<file path="config.mk">
export PLATFORM = sky130hd
export DESIGN_NAME = cdti_ctrl
export DESIGN_NICKNAME = d
export VERILOG_FILES = /design/src/rtl/cdti_pkg.sv /design/src/rtl/cdti_ctrl.sv
export SDC_FILE = /design/constraint.sdc
export NUM_CORES = 1
export LEC_CHECK = 0
export BUFFER_PORTS_ARGS = -buffer_cell sky130_fd_sc_hd__buf_4
export CAP_MARGIN = 20
export CORE_UTILIZATION = 45
export DETAILED_ROUTE_END_ITERATION = 16
export PLACE_DENSITY = 0.68
export SLEW_MARGIN = 25
export SYNTH_ARGS = -nofsm -noshare
export SYNTH_HDL_FRONTEND = slang
export SYNTH_SLANG_ARGS = --single-unit
</file>
<file path="constraint.sdc">
create_clock -name clk -period 2.3 [get_ports clk]
set_input_delay 0.345 -clock clk [delete_from_list [all_inputs] [get_ports clk]]
set_output_delay 0.345 -clock clk [all_outputs]
set_load 0.1 [all_outputs]
</file>
<file path="src/rtl/cdti_pkg.sv">
// Shared types and constants of the cell delay table interpolator.
// Used by cdti_ctrl, cdti_dp and the top level; depends on nothing.
package cdti_pkg;

  localparam int TABLE_ROWS = 64;
  localparam int ADDR_W     = $clog2(TABLE_ROWS);
  localparam int CNT_W      = $clog2(TABLE_ROWS + 1);
  localparam int VAL_W      = 32;
  localparam int ROW_W      = 3 * VAL_W;
  localparam int MUL_W      = 65;
  localparam int IT_W       = 6;
  localparam logic [IT_W-1:0] MUL_LAST_IT = IT_W'(32);
  localparam logic [IT_W-1:0] DIV_LAST_IT = IT_W'(63);

  localparam logic [1:0] MODE_APPEND = 2'd0;
  localparam logic [1:0] MODE_CLEAR  = 2'd1;
  localparam logic [1:0] MODE_QUERY  = 2'd2;

  localparam logic [1:0] ST_OK    = 2'd0;
  localparam logic [1:0] ST_EMPTY = 2'd1;
  localparam logic [1:0] ST_FULL  = 2'd2;
  localparam logic [1:0] ST_SAT   = 2'd3;

  typedef enum logic [4:0] {
    S_IDLE, S_DISPATCH, S_AP_TEST, S_AP_CHK, S_AP_WR,
    S_SC_RD, S_SC_CALC, S_SC_MUL, S_SC_CMP, S_SC_NEXT,
    S_G_RD, S_G_CHK, S_DECIDE, S_L_MUL, S_DIV_LOAD, S_DIV, S_FIN, S_DONE
  } state_t;

  typedef enum logic [4:0] {
    CMD_NONE, CMD_LOAD, CMD_AP_START, CMD_AP_RD, CMD_AP_SHIFT, CMD_AP_WR,
    CMD_CLEAR, CMD_RES_FULL, CMD_RES_EMPTY, CMD_RES_ZERO, CMD_SC_INIT,
    CMD_SC_RD, CMD_SC_CALC, CMD_MUL_STEP, CMD_SC_CMP, CMD_SC_NEXT,
    CMD_G_INIT, CMD_G_RD, CMD_G_CHK, CMD_DECIDE, CMD_DIV_LOAD,
    CMD_DIV_STEP, CMD_FIN, CMD_PUBLISH
  } cmd_t;

  typedef struct packed {
    logic [1:0] mode;
    logic       full;
    logic       empty;
    logic       idx_zero;
    logic       idx_last;
    logic       greater;
    logic       it_last;
    logic       in_group;
    logic       direct;
  } dp_status_t;

  typedef struct packed {
    logic [VAL_W-1:0] c0;
    logic [VAL_W-1:0] d0;
    logic [VAL_W-1:0] c1;
    logic [VAL_W-1:0] d1;
  } pair_t;

endpackage

</file>
<file path="src/rtl/cdti_ctrl.sv">
// Sequencer of the cell delay table interpolator: walks append, clear and
// query through their steps and issues at most one datapath command per cycle.
// Depends on cdti_pkg.
module cdti_ctrl (
  input  logic                  clk,
  input  logic                  rst_n,
  input  logic                  in_tvalid,
  output logic                  in_tready,
  output logic                  out_tvalid,
  input  logic                  out_tready,
  input  cdti_pkg::dp_status_t  st,
  output cdti_pkg::cmd_t        cmd
);
  import cdti_pkg::*;

  state_t state_r, state_nxt;
  logic   out_valid_r, out_valid_nxt;

  always_ff @(posedge clk) begin
    if (!rst_n) begin
      state_r     <= S_IDLE;
      out_valid_r <= 1'b0;
    end else begin
      state_r     <= state_nxt;
      out_valid_r <= out_valid_nxt;
    end
  end

  assign out_tvalid = out_valid_r;

  always_comb begin
    state_nxt     = state_r;
    cmd           = CMD_NONE;
    in_tready     = 1'b0;
    out_valid_nxt = out_valid_r && !out_tready;
    case (state_r)
      S_IDLE: begin
        in_tready = 1'b1;
        if (in_tvalid) begin
          cmd       = CMD_LOAD;
          state_nxt = S_DISPATCH;
        end
      end
      S_DISPATCH: begin
        case (st.mode)
          MODE_APPEND: begin
            if (st.full) begin
              cmd       = CMD_RES_FULL;
              state_nxt = S_DONE;
            end else begin
              cmd       = CMD_AP_START;
              state_nxt = S_AP_TEST;
            end
          end
          MODE_CLEAR: begin
            cmd       = CMD_CLEAR;
            state_nxt = S_DONE;
          end
          MODE_QUERY: begin
            if (st.empty) begin
              cmd       = CMD_RES_EMPTY;
              state_nxt = S_DONE;
            end else begin
              cmd       = CMD_SC_INIT;
              state_nxt = S_SC_RD;
            end
          end
          default: begin
            cmd       = CMD_RES_ZERO;
            state_nxt = S_DONE;
          end
        endcase
      end
      S_AP_TEST: begin
        if (st.idx_zero) begin
          state_nxt = S_AP_WR;
        end else begin
          cmd       = CMD_AP_RD;
          state_nxt = S_AP_CHK;
        end
      end
      S_AP_CHK: begin
        if (st.greater) begin
          cmd       = CMD_AP_SHIFT;
          state_nxt = S_AP_TEST;
        end else begin
          state_nxt = S_AP_WR;
        end
      end
      S_AP_WR: begin
        cmd       = CMD_AP_WR;
        state_nxt = S_DONE;
      end
      S_SC_RD: begin
        cmd       = CMD_SC_RD;
        state_nxt = S_SC_CALC;
      end
      S_SC_CALC: begin
        cmd       = CMD_SC_CALC;
        state_nxt = st.idx_zero ? S_SC_NEXT : S_SC_MUL;
      end
      S_SC_MUL: begin
        cmd = CMD_MUL_STEP;
        if (st.it_last) state_nxt = S_SC_CMP;
      end
      S_SC_CMP: begin
        cmd       = CMD_SC_CMP;
        state_nxt = S_SC_NEXT;
      end
      S_SC_NEXT: begin
        if (st.idx_last) begin
          cmd       = CMD_G_INIT;
          state_nxt = S_G_RD;
        end else begin
          cmd       = CMD_SC_NEXT;
          state_nxt = S_SC_RD;
        end
      end
      S_G_RD: begin
        cmd       = CMD_G_RD;
        state_nxt = S_G_CHK;
      end
      S_G_CHK: begin
        cmd = CMD_G_CHK;
        if (!st.in_group || st.idx_last) state_nxt = S_DECIDE;
        else                             state_nxt = S_G_RD;
      end
      S_DECIDE: begin
        cmd       = CMD_DECIDE;
        state_nxt = st.direct ? S_DONE : S_L_MUL;
      end
      S_L_MUL: begin
        cmd = CMD_MUL_STEP;
        if (st.it_last) state_nxt = S_DIV_LOAD;
      end
      S_DIV_LOAD: begin
        cmd       = CMD_DIV_LOAD;
        state_nxt = S_DIV;
      end
      S_DIV: begin
        cmd = CMD_DIV_STEP;
        if (st.it_last) state_nxt = S_FIN;
      end
      S_FIN: begin
        cmd       = CMD_FIN;
        state_nxt = S_DONE;
      end
      S_DONE: begin
        if (!out_valid_r || out_tready) begin
          cmd           = CMD_PUBLISH;
          out_valid_nxt = 1'b1;
          state_nxt     = S_IDLE;
        end
      end
      default: state_nxt = S_IDLE;
    endcase
  end

endmodule

</file>
# Word-level counts from Yosys, hierarchy flattened
# Index checks and enable logic that the tools add are counted.
[totals] register_bits=6 latchBits=0 ram_bits=0 romBits=0 out_inout_bits=7 wordCells=64 n_memories=0
[op_classes] n_addsub=0 multipliers=0 n_div=0 order_cmp=0 n_eq_ne=24 n_shift=0 n_mux=27 n_bitwise=0 reduce_logical=11
[ops] operator="case mux 5 bit (17 select lines)" count=2
[ops] operator="two-way mux 5 bit" count=10
[ops] operator="== test 5 x 4 -> 1 bit (second input constant)" count=8
[ops] operator="== test 5 x 3 -> 1 bit (second input constant)" count=4
[ops] operator="two-way mux 3 bit" count=5
[ops] operator="case mux 5 bit (3 select lines)" count=1
[ops] operator="== test 5 x 2 -> 1 bit (second input constant)" count=2
[ops] operator="== test 5 bit (second input constant)" count=2
[ops] operator="!= test 2 bit (second input constant)" count=5
[ops] operator="case mux 5 bit (2 select lines)" count=1
[ops] operator="two-way mux 4 bit" count=2
[ops] operator="== test 5 x 1 -> 1 bit (second input constant)" count=1
[ops] operator="logical NOT 5 bit" count=1
[ops] operator="AND reduction 5 bit" count=1
[ops] operator="two-way mux 1 bit" count=4
[ops] operator="two-way mux 2 bit" count=2
[ops] operator="OR reduction 2 bit" count=2
[ops] operator="logical NOT 1 bit" count=3
[ops] operator="== test 2 x 1 -> 1 bit (second input constant)" count=1
[ops] operator="== test 2 bit (second input constant)" count=1
[ops] operator="logical NOT 2 bit" count=1
[ops] operator="logical OR 1 bit" count=2
[ops] operator="logical AND 1 bit" count=1

# Depth between registers and ports, before layout
# Gate-level depths: netlist of the first run.
[logic_depth] ltp_word=4 mapped_depth=7 depth_no_buf=5

# Worst setup path after synthesis of the first run
# OpenSTA, ideal clock, no wires.
[synth_timing] path_type="flip-flop to output port" startpoint="reg state_r[1]" endpoint="out cmd[4]" arrival_time_ps=2881 required_ps=1955 path_slack_ps=-926 path_stages_with_launch=5 path_cell_list="dfxtp_1 buf_6 buf_2 a211oi_1 o21ai_0"
[synth_via] elab_chain_len=3 word_cells_on_any_way=20 cone_classes="eq/ne: 17; mux: 1; reduce/logical: 2"
[synth_lines] item="start, declared" line="cdti_ctrl.sv:16" source="state_t state_r, state_nxt;"
[synth_lines] item="start signal, assigned" line="cdti_ctrl.sv:24" source="state_r <= state_nxt;"
[synth_lines] item="== test 5 x 4 -> 1 bit or == test 5 x 3 -> 1 bit (tied branches)" line="cdti_ctrl.sv:36" source="case (state_r)"
[synth_lines] item="OR reduction 2 bit (no source line)"
[synth_lines] item="case mux 5 bit (17 select lines) (*)" line="cdti_ctrl.sv:36"
[synth_lines] item="end, declared" line="cdti_ctrl.sv:12" source="output cdti_pkg::cmd_t cmd"
# Every way passes the cells marked *; elsewhere a longest branch is shown, timed or not.

# Worst setup path in the final report of the first run
[layout_timing] startpoint="reg state_r[4]" endpoint="out cmd[0]"
# Same word-level chain as after synthesis.

==> results.ini, run 1 <==
[pwr]
ir_drop_mv = 0.5515
switchingPower_mw = 0.5788
pwr-share-clk = 0.102
swShare = 0.6087
p_total_mw = 0.9509
comb_power_share = 0.713
power_density_nw_per_um2 = 837.0
p_int_mw = 0.3721
p_leak_nw = 0.4545
p_seq_frac = 0.185

[worst_setup_path]
required_ns = 1.96
r2r_start = state_r[4]$_SDFFE_PN0P_
critPathCaptureType = primary output
rrSetupSlack_ns = 0.51
path_cells = nor2b_1 -> nand3_1 -> o22ai_1 -> a21oi_1 -> o211ai_1 -> buf_4
cp.arrival_ns = 1.87
critPathMaxStageDelay_ns = 0.50
r2r_cells = 6
start_kind = flop
criticalPathCategory = reg -> out
r2r_end = state_r[0]$_SDFFE_PN0P_
path_max_fanout = 9
crit_slowest_cell = dfxtp_1

[detailed_routing]
routedWlPerCell_microns = 14.05
post-route-drc-count = 0
via_per_inst = 6.092
drt_iter0_markers = 41
highest_layer = met4
vias = 1121
drt-total-wl_microns = 2586
routedLengthMet1_microns = 1192
drt_first_pass_iters = 4
route.met2.wl_microns = 1195
drtAntennaViolNets = 0
met3_length_microns = 150

[finish]
stdcell_area_sq_um = 1136
antenna_cells = 0
layoutNonFillerInstCount = 184
nets = 173
layout-drive-gt1-share = 0.2611
final_util = 0.5851
syn_to_final_growth_pct = 23.20

[sta]
finalCritPeriodShare = 0.9610
hold_viol = 0
rsz0062_at_grt = no
drv_slew = 0
setup_slack_ns = 0.08978
slew_headroom = 0.7790
worst_pin_slew_ns = 0.3300
fin_crit_ns = 2.210
max_freq_mhz = 452.4
finalSetupViolCount = 0
fin_skew_ns = 0.001422

[global_routing]
grt_pass1_vias = 950
grt_antenna_before_repair = 0
grt_max_degree = 22
grt_pass1_wl_microns = 4167
track_usage = 0.2637
grt_overflow = 0

[placement]
dp_cells = 181
portBuffers = 20
post-dp-hpwl_microns = 2000
placed_area_sq_um = 1099
place_ws_ns = 0.1181
place.gp.congestion = 0.9446

[synth]
netlist-cell-type-count = 43
yosys_warnings = 0
synthArstFlopShare = 0
synth.avg_cell_area_sq_um = 6.587
synth_edf_count = 0
syn_area_sq_um = 922.1
synthCells = 140
ys_ff_latch = 6
synth_nets = 154
synth_top_flop_cell = dfxtp_1
ys_seq_area_frac = 0.1303

[clock_network]
tritoncts = built
clock-sinks = 6
cts_buffers = 3
post_cts_buffers = 0
hold_buffers = 0
clk_latency_ns = 0.25
h-tree-depth = 1
cts_max_path_buffers = 2
path_clk_slew_ns = 0.04
cts-root-buf = clkbuf_4

[die]
core_sq_um = 1942
rows = 16
pin_count = 21
die_x_microns = 47.27
fp.dieH_microns = 47.27
start_util = 0.4749
die_area_sq_um = 2234

[hold_path]
hp-class = in -> reg
holdPathEnd = state_r[3]$_SDFFE_PN0P_
hp-start = rst_n
min_path_cells = 2

[status]
outcome = completed

[flow_run]
maxCapViolations = 0

==> kinds of logic after synthesis <==
family,share of synthesized area
buffers and inverters,0.08819
and+or+nand+nor,0.3731
DFF,0.1303
AOI/OAI and AO/OA,0.3772
muxes,0.01221
xor gates and xnor gates,0.01900
==> per-stage QoR <==
step	TNS, ns	hold WS (ns)
floorplan	-0.4129	0.4596
global placement	0	0.5000
detailed placement	0	0.5062
CTS	0	0.3430
global route	0	0.3408
finish	0	0.3456
==> power groups by stage <==
stage	clock network (mW)	logic (mW)	registers (mW)
floorplan	0	0.583	0.142
global placement	0	0.674	0.172
detailed placement	0	0.674	0.171
CTS	0.100	0.676	0.170
global route	0.109	0.716	0.181
finish	0.0969	0.678	0.176
==> routing by layer <==
layer  global-route usage  vias to the layer above
li1                     -                      561
met2               0.4164                       55
met3              0.03846                        8
met4               0.1086                        0
met1               0.3552                      497
met5                    0                        -
==> state kept, by name, summed over array words and instances, names as in the netlist <==
| signal | cells |
|---|---|
| out_tvalid | 1 |
| state_r | 5 |
==> worst max path at each step <==
stage | start | to | slack, ns | cells past startpoint
2_1_floorplan | state_r[0]$_SDFFE_PN0P_ | cmd[0] | -0.36 | 6
3_3_place_gp | state_r[2]$_SDFFE_PN0P_ | cmd[2] | 0.18 | 6
3_5_place_dp | state_r[2]$_SDFFE_PN0P_ | cmd[2] | 0.12 | 6
4_1_cts | state_r[2]$_SDFFE_PN0P_ | cmd[2] | 0.06 | 6
5_1_grt | state_r[4]$_SDFFE_PN0P_ | cmd[0] | 0.005 | 6
6_report | state_r[4]$_SDFFE_PN0P_ | cmd[0] | 0.09 | 6
==> worst max-delay path: cells and delay by family, from the launching register on <==
family / cells / cell delay [ns]
AOI/OAI and AO/OA: 3 / 0.36
buffers and inverters: 1 / 0.31
DFF: 1 / 0.50
and+or+nand+nor: 2 / 0.43
==> layout make-up <==
class	instances	area (sq um)
clock buffer	3	22.52
sequential	6	131.4
tap	27	33.78
inverter	4	18.77
multi-input combinational	119	742.0
timing repair buffer	25	187.7
fill	202	805.8
==> cell usage in the layout, fill, tap and decap left out, types with 4 or more instances in the layout <==
master | Yosys | layout
buf_4 | 1 | 25
a21oi_1 | 8 | 8
nand2b_1 | 8 | 8
o21ai_0 | 12 | 11
nand2_1 | 12 | 11
nor3_1 | 4 | 4
nand3_1 | 7 | 7
nor2_1 | 11 | 10
nor2b_1 | 6 | 6
a31oi_1 | 9 | 9
==> repair_timing <==
item	4_1_cts	5_1_grt
setup endpoints to repair	3	3
gates resized for setup	2	4
gates cloned	0	0
==> synthesized netlist by cell type (2+ instances only) <==
library cell | n | area share
nor2b_1 | 6 | 0.041
o211ai_1 | 2 | 0.016
buf_6 | 2 | 0.024
a21oi_1 | 8 | 0.043
a31oi_1 | 9 | 0.061
nand3_1 | 7 | 0.038
nor3_1 | 4 | 0.022
nand3b_1 | 3 | 0.024
nand2_1 | 12 | 0.049
dfxtp_1 | 6 | 0.13
or3_1 | 2 | 0.014
clkbuf_1 | 3 | 0.012
o21ai_0 | 12 | 0.065
a211oi_1 | 2 | 0.016
inv_1 | 4 | 0.016
nor2_1 | 11 | 0.045
o2111ai_1 | 2 | 0.019
o32ai_1 | 2 | 0.019
a22oi_1 | 2 | 0.016
o22ai_1 | 2 | 0.014
a21o_1 | 3 | 0.024
nand2b_1 | 8 | 0.054
nor3b_1 | 2 | 0.016
o21a_1 | 3 | 0.024
buf_2 | 5 | 0.027
(Power assumes the default switching activity.)
==> run 2: changes to the inputs <==
--- a/config.mk
+++ b/config.mk
@@ -10,6 +10,7 @@
 export CORE_UTILIZATION = 45
 export DETAILED_ROUTE_END_ITERATION = 16
 export PLACE_DENSITY = 0.68
+export REMOVE_ABC_BUFFERS = 1
 export SLEW_MARGIN = 25
 export SYNTH_ARGS = -nofsm -noshare
 export SYNTH_HDL_FRONTEND = slang
==> run 2 against run 1 <==
Effect of this change:
- final cell count rose by 2.2%
- power grew 0.60%
- register-to-register slack got worse by 0.04 ns
- clock skew grew 0.0049 ns
- sequential share of layout area is 0.42 points lower
- routed wire length grew 7.5%
- first-iteration DRC count down 4.9%
- clock-buffer cell count unchanged
- largest cell class unchanged
==> results.ini, run 2 (synthesized netlist as in run 1, its figures left out) <==
[detailed_routing]
routedWlPerCell_microns = 14.78
vias = 1144
post-route-drc-count = 0
drt_first_pass_iters = 5
drt-total-wl_microns = 2779
via_per_inst = 6.085
drtAntennaViolNets = 0
drt_iter0_markers = 39

[hold_path]
min_path_cells = 2
holdPathEnd = state_r[3]$_SDFFE_PN0P_
hp-start = rst_n
hp-class = in -> reg

[flow_run]
maxCapViolations = 0

[die]
die_x_microns = 47.27
fp.dieH_microns = 47.27
rows = 16
pin_count = 21
core_sq_um = 1942
start_util = 0.4749
die_area_sq_um = 2234

[pwr]
ir_drop_mv = 1.021
p_total_mw = 0.9566
power_density_nw_per_um2 = 835.6
p_leak_nw = 0.4629

[worst_setup_path]
cp.arrival_ns = 1.89
rrSetupSlack_ns = 0.47
criticalPathCategory = reg -> out
r2r_cells = 6
r2r_start = state_r[4]$_SDFFE_PN0P_
r2r_end = state_r[0]$_SDFFE_PN0P_
path_max_fanout = 9
critPathCaptureType = primary output
required_ns = 1.96
start_kind = flop

[status]
outcome = completed

[placement]
portBuffers = 20
placed_area_sq_um = 1107
dp_cells = 185
place.gp.congestion = 0.9166
place_ws_ns = 0.1909
post-dp-hpwl_microns = 2098

[sta]
whs_ns = 0.3671
fin_skew_ns = 0.006292
setup_slack_ns = 0.06296
worst_pin_slew_ns = 0.3380
max_freq_mhz = 447.0
finalSetupTns_ns = 0
fin_crit_ns = 2.237
finalSetupViolCount = 0
slew_headroom = 0.7722
drv_slew = 0
finalCritPeriodShare = 0.9726
hold_viol = 0

[clock_network]
clk_latency_ns = 0.24
post_cts_buffers = 0
cts_buffers = 3
cts-root-buf = clkbuf_4
path_clk_slew_ns = 0.05
clock-sinks = 6
tritoncts = built
cts_max_path_buffers = 2
h-tree-depth = 1

[finish]
layout-drive-gt1-share = 0.2547
final_util = 0.5896
top_register = state_r
nets = 177
antenna_cells = 0
final_cell_mix = buf_4 (29), nand2_1 (12), o21ai_0 (12)
layoutNonFillerInstCount = 188
largest_register_ffs = 5
stdcell_area_sq_um = 1145
mostFrequentLayoutCell = buf_4
syn_to_final_growth_pct = 24.15

[global_routing]
grt_max_degree = 16
grt_pass1_wl_microns = 4229
grt_overflow = 0
track_usage = 0.2598
grt_pass1_vias = 935
grt_antenna_before_repair = 0

run 2: cell count changes in the layout (fill, tap and decap cells not counted), sizes merged:
| cell | delta |
|---|---|
| clkinvlp | -1 |
| inv | +1 |
| buf | +4 |
run 2: cell type report:
| class | instances | area, sq um |
|---|---|---|
| Tap cell | 27 | 33.78 |
| Inverter | 4 | 15.01 |
| Fill cell | 204 | 797.0 |
| Multi-Input combinational cell | 119 | 728.2 |
| Clock buffer | 3 | 22.52 |
| Timing Repair Buffer | 29 | 217.7 |
| Sequential cell | 6 | 127.6 |
run 2: layer usage:
layer | wire length (microns) | up-vias | global-route usage
li1 | - | 564 | -
met1 | 1202 | 530 | 0.3756
met2 | 1387 | 48 | 0.4356
met3 | 178 | 2 | 0.003846
met4 | 10 | 0 | 0.04000
met5 | 0 | - | 0
run 2: worst max-delay path, stage by stage, from the launching register on:
cell and delay, ns:
dfxtp_1 0.52, nor2b_1 0.28, nand3_1 0.16, o22ai_1 0.21, a21oi_1 0.07, o211ai_1 0.09, buf_4 0.32
run 2: timing repair:
action,CTS,global route
resized for setup,3,4
endpoints found under the setup margin,2,4
hold buffers,0,0
run 2: where the power goes:
part	internal, mW	total [mW]	switching [mW]
Clock	0.0591	0.0975	0.0384
Combinational	0.198	0.697	0.499
Sequential	0.119	0.162	0.0427
Total	0.377	0.957	0.580
run 2: worst max path at each step:
stage | from | to | slack (ns) | cells past startpoint
floorplan | state_r[0]$_SDFFE_PN0P_ | cmd[4] | -1.24 | 3
detailed placement | state_r[2]$_SDFFE_PN0P_ | cmd[2] | 0.19 | 6
finish | state_r[4]$_SDFFE_PN0P_ | cmd[0] | 0.06 | 6
global placement | state_r[3]$_SDFFE_PN0P_ | cmd[2] | 0.22 | 6
global route | state_r[4]$_SDFFE_PN0P_ | cmd[0] | -0.003 | 6
CTS | state_r[0]$_SDFFE_PN0P_ | cmd[2] | 0.03 | 6
